### src/hdl/fmp_pkg.sv
package fmp_pkg;

    // Default width of the wrapped result
    localparam int VALUE_BITS_DEF = 128;

    // Multiplier limb width and output half width
    localparam int LIMB_W = 32;
    localparam int HALF_W = 64;

    // Index field and the bit counter that walks it
    localparam int INDEX_W = 8;
    localparam int CNT_W   = $clog2(INDEX_W);

    // Sequencer states
    typedef enum logic [2:0] {
        ST_IDLE,
        ST_SETUP,
        ST_LOOP,
        ST_MUL_AA,
        ST_MUL_BB,
        ST_MUL_BX,
        ST_STEP,
        ST_DONE
    } fmp_state_t;

    // Status of the shared multiplier
    typedef struct packed {
        logic busy;
        logic done;
    } fmp_mul_stat_t;

endpackage

### src/hdl/fmp_wide_mul.sv
module fmp_wide_mul
    import fmp_pkg::*;
#(
    parameter int VALUE_BITS = VALUE_BITS_DEF
)
(
    input  logic                  clk,
    input  logic                  rst_n,
    input  logic                  start,
    input  logic [VALUE_BITS-1:0] op_a,
    input  logic [VALUE_BITS-1:0] op_b,
    output logic [VALUE_BITS-1:0] product,
    output fmp_mul_stat_t         stat
);

    localparam int LIMBS = (VALUE_BITS + LIMB_W - 1) / LIMB_W;
    localparam int PAD_W = LIMBS * LIMB_W;
    localparam int IDX_W = $clog2(LIMBS);
    localparam int PP_W  = 2 * LIMB_W;
    localparam int SH_W  = PAD_W + PP_W;

    logic [PAD_W-1:0]      a_reg;
    logic [PAD_W-1:0]      b_reg;
    logic [IDX_W-1:0]      i_reg;
    logic [IDX_W-1:0]      j_reg;
    logic [IDX_W-1:0]      sh_reg;
    logic                  issue_reg;
    logic                  pp_vld_reg;
    logic                  pp_last_reg;
    logic                  done_reg;
    logic [PP_W-1:0]       pp_reg;
    logic [VALUE_BITS-1:0] acc_reg;

    logic [LIMB_W-1:0]     a_limb;
    logic [LIMB_W-1:0]     b_limb;
    logic                  i_last;
    logic                  j_last;
    logic [SH_W-1:0]       pp_shifted;

    // Limb select and schedule end tests (only pairs with i+j < LIMBS matter mod 2^VALUE_BITS)
    always_comb
    begin
        a_limb     = a_reg[i_reg*LIMB_W +: LIMB_W];
        b_limb     = b_reg[j_reg*LIMB_W +: LIMB_W];
        i_last     = (i_reg == IDX_W'(LIMBS - 1));
        j_last     = (j_reg == IDX_W'(LIMBS - 1) - i_reg);
        pp_shifted = SH_W'(pp_reg) << (sh_reg * LIMB_W);
    end

    // Schedule control
    always_ff @(posedge clk or negedge rst_n)
    begin
        if (!rst_n)
        begin
            issue_reg   <= 1'b0;
            pp_vld_reg  <= 1'b0;
            pp_last_reg <= 1'b0;
            done_reg    <= 1'b0;
            i_reg       <= '0;
            j_reg       <= '0;
        end
        else
        begin
            done_reg    <= pp_vld_reg && pp_last_reg;
            pp_vld_reg  <= issue_reg;
            pp_last_reg <= issue_reg && i_last && j_last;
            if (start)
            begin
                issue_reg <= 1'b1;
                i_reg     <= '0;
                j_reg     <= '0;
            end
            else if (issue_reg)
            begin
                if (j_last)
                begin
                    if (i_last)
                    begin
                        issue_reg <= 1'b0;
                    end
                    else
                    begin
                        i_reg <= i_reg + IDX_W'(1);
                        j_reg <= '0;
                    end
                end
                else
                begin
                    j_reg <= j_reg + IDX_W'(1);
                end
            end
        end
    end

    // Partial product stage, then shifted accumulate
    always_ff @(posedge clk)
    begin
        if (issue_reg)
        begin
            pp_reg <= PP_W'(a_limb) * PP_W'(b_limb);
            sh_reg <= i_reg + j_reg;
        end
        if (start)
        begin
            a_reg   <= PAD_W'(op_a);
            b_reg   <= PAD_W'(op_b);
            acc_reg <= '0;
        end
        else if (pp_vld_reg)
        begin
            acc_reg <= acc_reg + pp_shifted[VALUE_BITS-1:0];
        end
    end

    assign product   = acc_reg;
    assign stat.busy = issue_reg | pp_vld_reg;
    assign stat.done = done_reg;

endmodule

### config.mk
export PLATFORM = sky130hd
export DESIGN_NAME = fmp_wide_mul
export DESIGN_NICKNAME = d
export VERILOG_FILES = /design/src/hdl/fmp_pkg.sv /design/src/hdl/fmp_wide_mul.sv
export SDC_FILE = /design/constraint.sdc
export NUM_CORES = 2
export LEC_CHECK = 0
export ABC_CLOCK_PERIOD_IN_PS = 11400
export BUFFER_PORTS_ARGS = -buffer_cell sky130_fd_sc_hd__buf_2
export CORE_ASPECT_RATIO = 1.25
export CORE_UTILIZATION = 40
export DETAILED_ROUTE_END_ITERATION = 6
export GPL_TIMING_DRIVEN = 0
export PLACE_DENSITY = 0.58
export SYNTH_ARGS = -nofsm -noshare
export SYNTH_HDL_FRONTEND = slang
export SYNTH_SLANG_ARGS = --single-unit
### constraint.sdc
create_clock -name clk -period 11.4 [get_ports clk]
set_input_delay 2.85 -clock clk [delete_from_list [all_inputs] [get_ports clk]]
set_output_delay 2.85 -clock clk [all_outputs]
set_load 0.005 [all_outputs]
==> reports/metrics.csv <==
stage,metric,value,unit
cells_and_area,"commonest non-fill, non-tap cells in the layout","inv_1, fa_1, nor2_1",
sta,Max Clock Skew,0.0629,ns
cells_and_area,Finished Layout Cells,8554,
sta,Setup-failing EPs final,0,
placed_design,DP HPWL,204000,µm
floorplanning,IO Count,389,
clocking,setup bufs post-CTS,0,
global_route,first-pass GRT wire length,341000,µm
detailed_routing,remaining antenna violation count,0,
global_route,largest net degree at the start of global routing,124,
sta,Max Fclk,0.0911,GHz
yosys,sequential area share after synthesis,21.6,%
detailed_routing,DRC,0,
sta,Max Slew Vio Count,0,
sta,fin crit period,10.98,ns
floorplanning,Core Box Area,143000,µm²
global_route,total gr overflow,0,
clocking,Clock transition at path regs,0.06,ns
placed_design,GP Congestion,1.06,
detailed_routing,Pre-antenna DRT Iters,6,
yosys,post-synthesis compound-gate area fraction,10.2,%
sta,Slew HR,4.87,%
clocking,clock root cell,clkbuf_16,
yosys,cell taking the most area after synthesis,fa_1,
yosys,Post-synth EDFFs,322,
floorplanning,Die Wd,341,µm
clocking,Worst-Skew Late Latency,0.70,ns
setup_path,CP Class,register to register,
yosys,main combinational cell family by area after synthesis,adder cells,
placed_design,Placement Cell Area,62200,µm²
detailed_routing,wire per inst,28.2,µm
setup_path,Critical Path AT,11.40,ns
detailed_routing,Via density,5.50,
hold_path,hold crit path type,register to register,
detailed_routing,routed vias,47100,
yosys,ranking of synthesized cells by area,"fa_1, edfxtp_1, ha_1",
yosys,post-synth top area share,31.2,%
sta,worst hold slack,0.482,ns
cells_and_area,# nets final,8171,
hold_path,WHS Path Cells,2,
clocking,H-tree Lvls,2,
yosys,"FFs w/ async S/R, synth",1.75,%
floorplanning,Chip Height,426,µm
placed_design,dpl cells,8463,
yosys,Post-Synth Simple-Gate Area,13.7,%
setup_path,CP Capture Type,register,
job,Max Cap Violations,0,
floorplanning,Core Rows,155,
yosys,synth warn,0,
global_route,Total GRT Usage,33.2,%
yosys,post-synthesis register bit count,458,
cells_and_area,synth-to-layout area growth,11.6,%
sta,Worst-Margin Slew,1.42,ns
yosys,post-synthesis xor/xnor area fraction,2.69,%
clocking,CTS tree,done,
yosys,post-synthesis mux area share,3.84,%
cells_and_area,cell area after layout,64200,µm²
yosys,top_reg_cell synth,edfxtp_1,
setup_path,crit path launch type,register,
placed_design,count of input and output buffers,388,
setup_path,max incr delay on CP,0.66,ns
sta,final hold violations,0,
setup_path,"slowest stage cell, crit path",fa_1,
setup_path,R2R setup slack,0.42,ns
detailed_routing,final WL,241000,µm
clocking,TritonCTS buffer count,53,
yosys,"Cell Area, Synth",57500,µm²
global_route,vias in the first global route,48500,
clocking,CTS Sinks,458,
floorplanning,Starting Density,40.3,%
detailed_routing,DR iter-0 viols,3676,
clocking,Hold Buf Count CTS,0,
yosys,Post-Syn Nets,7722,
setup_path,most used cell along the critical path,fa_1,
setup_path,Worst Path Max Fanout,10,
floorplanning,die area,145000,µm²
setup_path,Required @ worst endpoint,11.82,ns
sta,fin crit share,96.3,%
clocking,clk buf depth,3,
cells_and_area,layout cells sized above 1,11.3,%
yosys,Unique masters post-synth,86,
yosys,syn avg cell area,9.32,µm²
run_status,outcome,"finished, final reports clean",
yosys,Syn Inst Count,6174,
global_route,initial antenna violation count,12,
setup_path,R2R cell count,31,
cells_and_area,"commonest non-fill, non-tap cell in the layout",inv_1,
yosys,Adder-Cell Fraction of Synth Area,39.7,%
-- synthesized netlist by cell type (16+ instances only) --
cell,number
nand2b_1,28
o21bai_1,52
and2_1,63
inv_1,925
fa_1,897
o21ai_0,189
nand4_1,63
o21ai_1,42
a21o_1,111
xor2_1,67
xnor2_1,110
nand2_1,693
a31oi_1,27
mux2i_1,142
buf_2,24
buf_1,19
a211oi_1,24
or2_2,16
and3_1,22
dfxtp_1,128
o21a_1,81
a22o_1,37
o211ai_1,17
a21oi_1,257
clkbuf_1,284
nand3_1,33
edfxtp_1,322
nor3_1,33
ha_1,392
nor2b_1,49
nor2_1,822
mux2_2,62
-- cell families after synthesis --
group / after synthesis
xor gates and xnor gates: 177
and+or+nand+nor: 1867
muxes: 208
adders and majority gates: 1289
buffers and inverters: 1253
AOI/OAI and AO/OA: 922
DFF: 458
-- per-layer routing --
layer | vias up | wire length [µm] | GRT usage, %
li1 | 20700 | - | -
met1 | 23400 | 86300 | 37.9
met2 | 2279 | 116000 | 57.2
met3 | 657 | 18200 | 5.29
met4 | 4 | 20100 | 22.7
met5 | - | 23 | 0
-- what timing repair did --
action / CTS / global route
gates cloned: 0 / 0
resized for setup: 65 / 159
hold endpoints to repair: 0 / 0
setup endpoints to repair: 35 / 12
-- area by class of cell --
class,count,area (µm²)
Tap cell,1884,2360
Multi-Input combinational cell,4463,40500
Clock inverter,33,388
Sequential cell,458,12400
Fill cell,14100,78500
Buffer,317,1380
Antenna cell,4,10.0
Inverter,925,3470
Clock buffer,65,1400
Timing Repair Buffer,405,2240
-- worst max-delay path: cells and delay by family, from the launching register on --
kind	cells	cell delay [ns]
AO/OA/AOI/OAI	9	2.54
AND/OR/NAND/NOR	3	0.56
buffers and inverters	8	2.22
adder cells (fa/ha/maj)	9	4.33
multiplexers	1	0.26
XOR/XNOR	1	0.15
flip-flops	1	0.61
-- final timing paths --
check / start / endpoint
worst max-delay path: i_reg[0]$_DFFE_PN0P_ / pp_reg[61]$_DFFE_PP_
worst min-delay path: product[112]$_SDFFE_PP0P_ / product[112]$_SDFFE_PP0P_
worst max register to register: i_reg[0]$_DFFE_PN0P_ / pp_reg[61]$_DFFE_PP_
worst min register to register: product[112]$_SDFFE_PP0P_ / product[112]$_SDFFE_PP0P_
max in group asynchronous: rst_n / j_reg[1]$_DFFE_PN0P_
min in group asynchronous: rst_n / pp_last_reg$_DFF_PN0_
-- through the flow --
| step | setup slack [ns] | util [%] | TNS, ns |
|---|---|---|---|
| 6_report | 0.419 | 45.0 | 0 |
| 5_1_grt | -0.000512 | 45.0 | -0.000512 |
| 4_1_cts | 0.00713 | 44.9 | 0 |
| 3_5_place_dp | -1.30 | 43.6 | -19.93 |
| 3_3_place_gp | -1.93 | 43.3 | -38.48 |
| 2_1_floorplan | 1.85 | - | 0 |
Power is not shown: default switching activity piles up to over one toggle a cycle in this logic, so the estimate is an artifact.
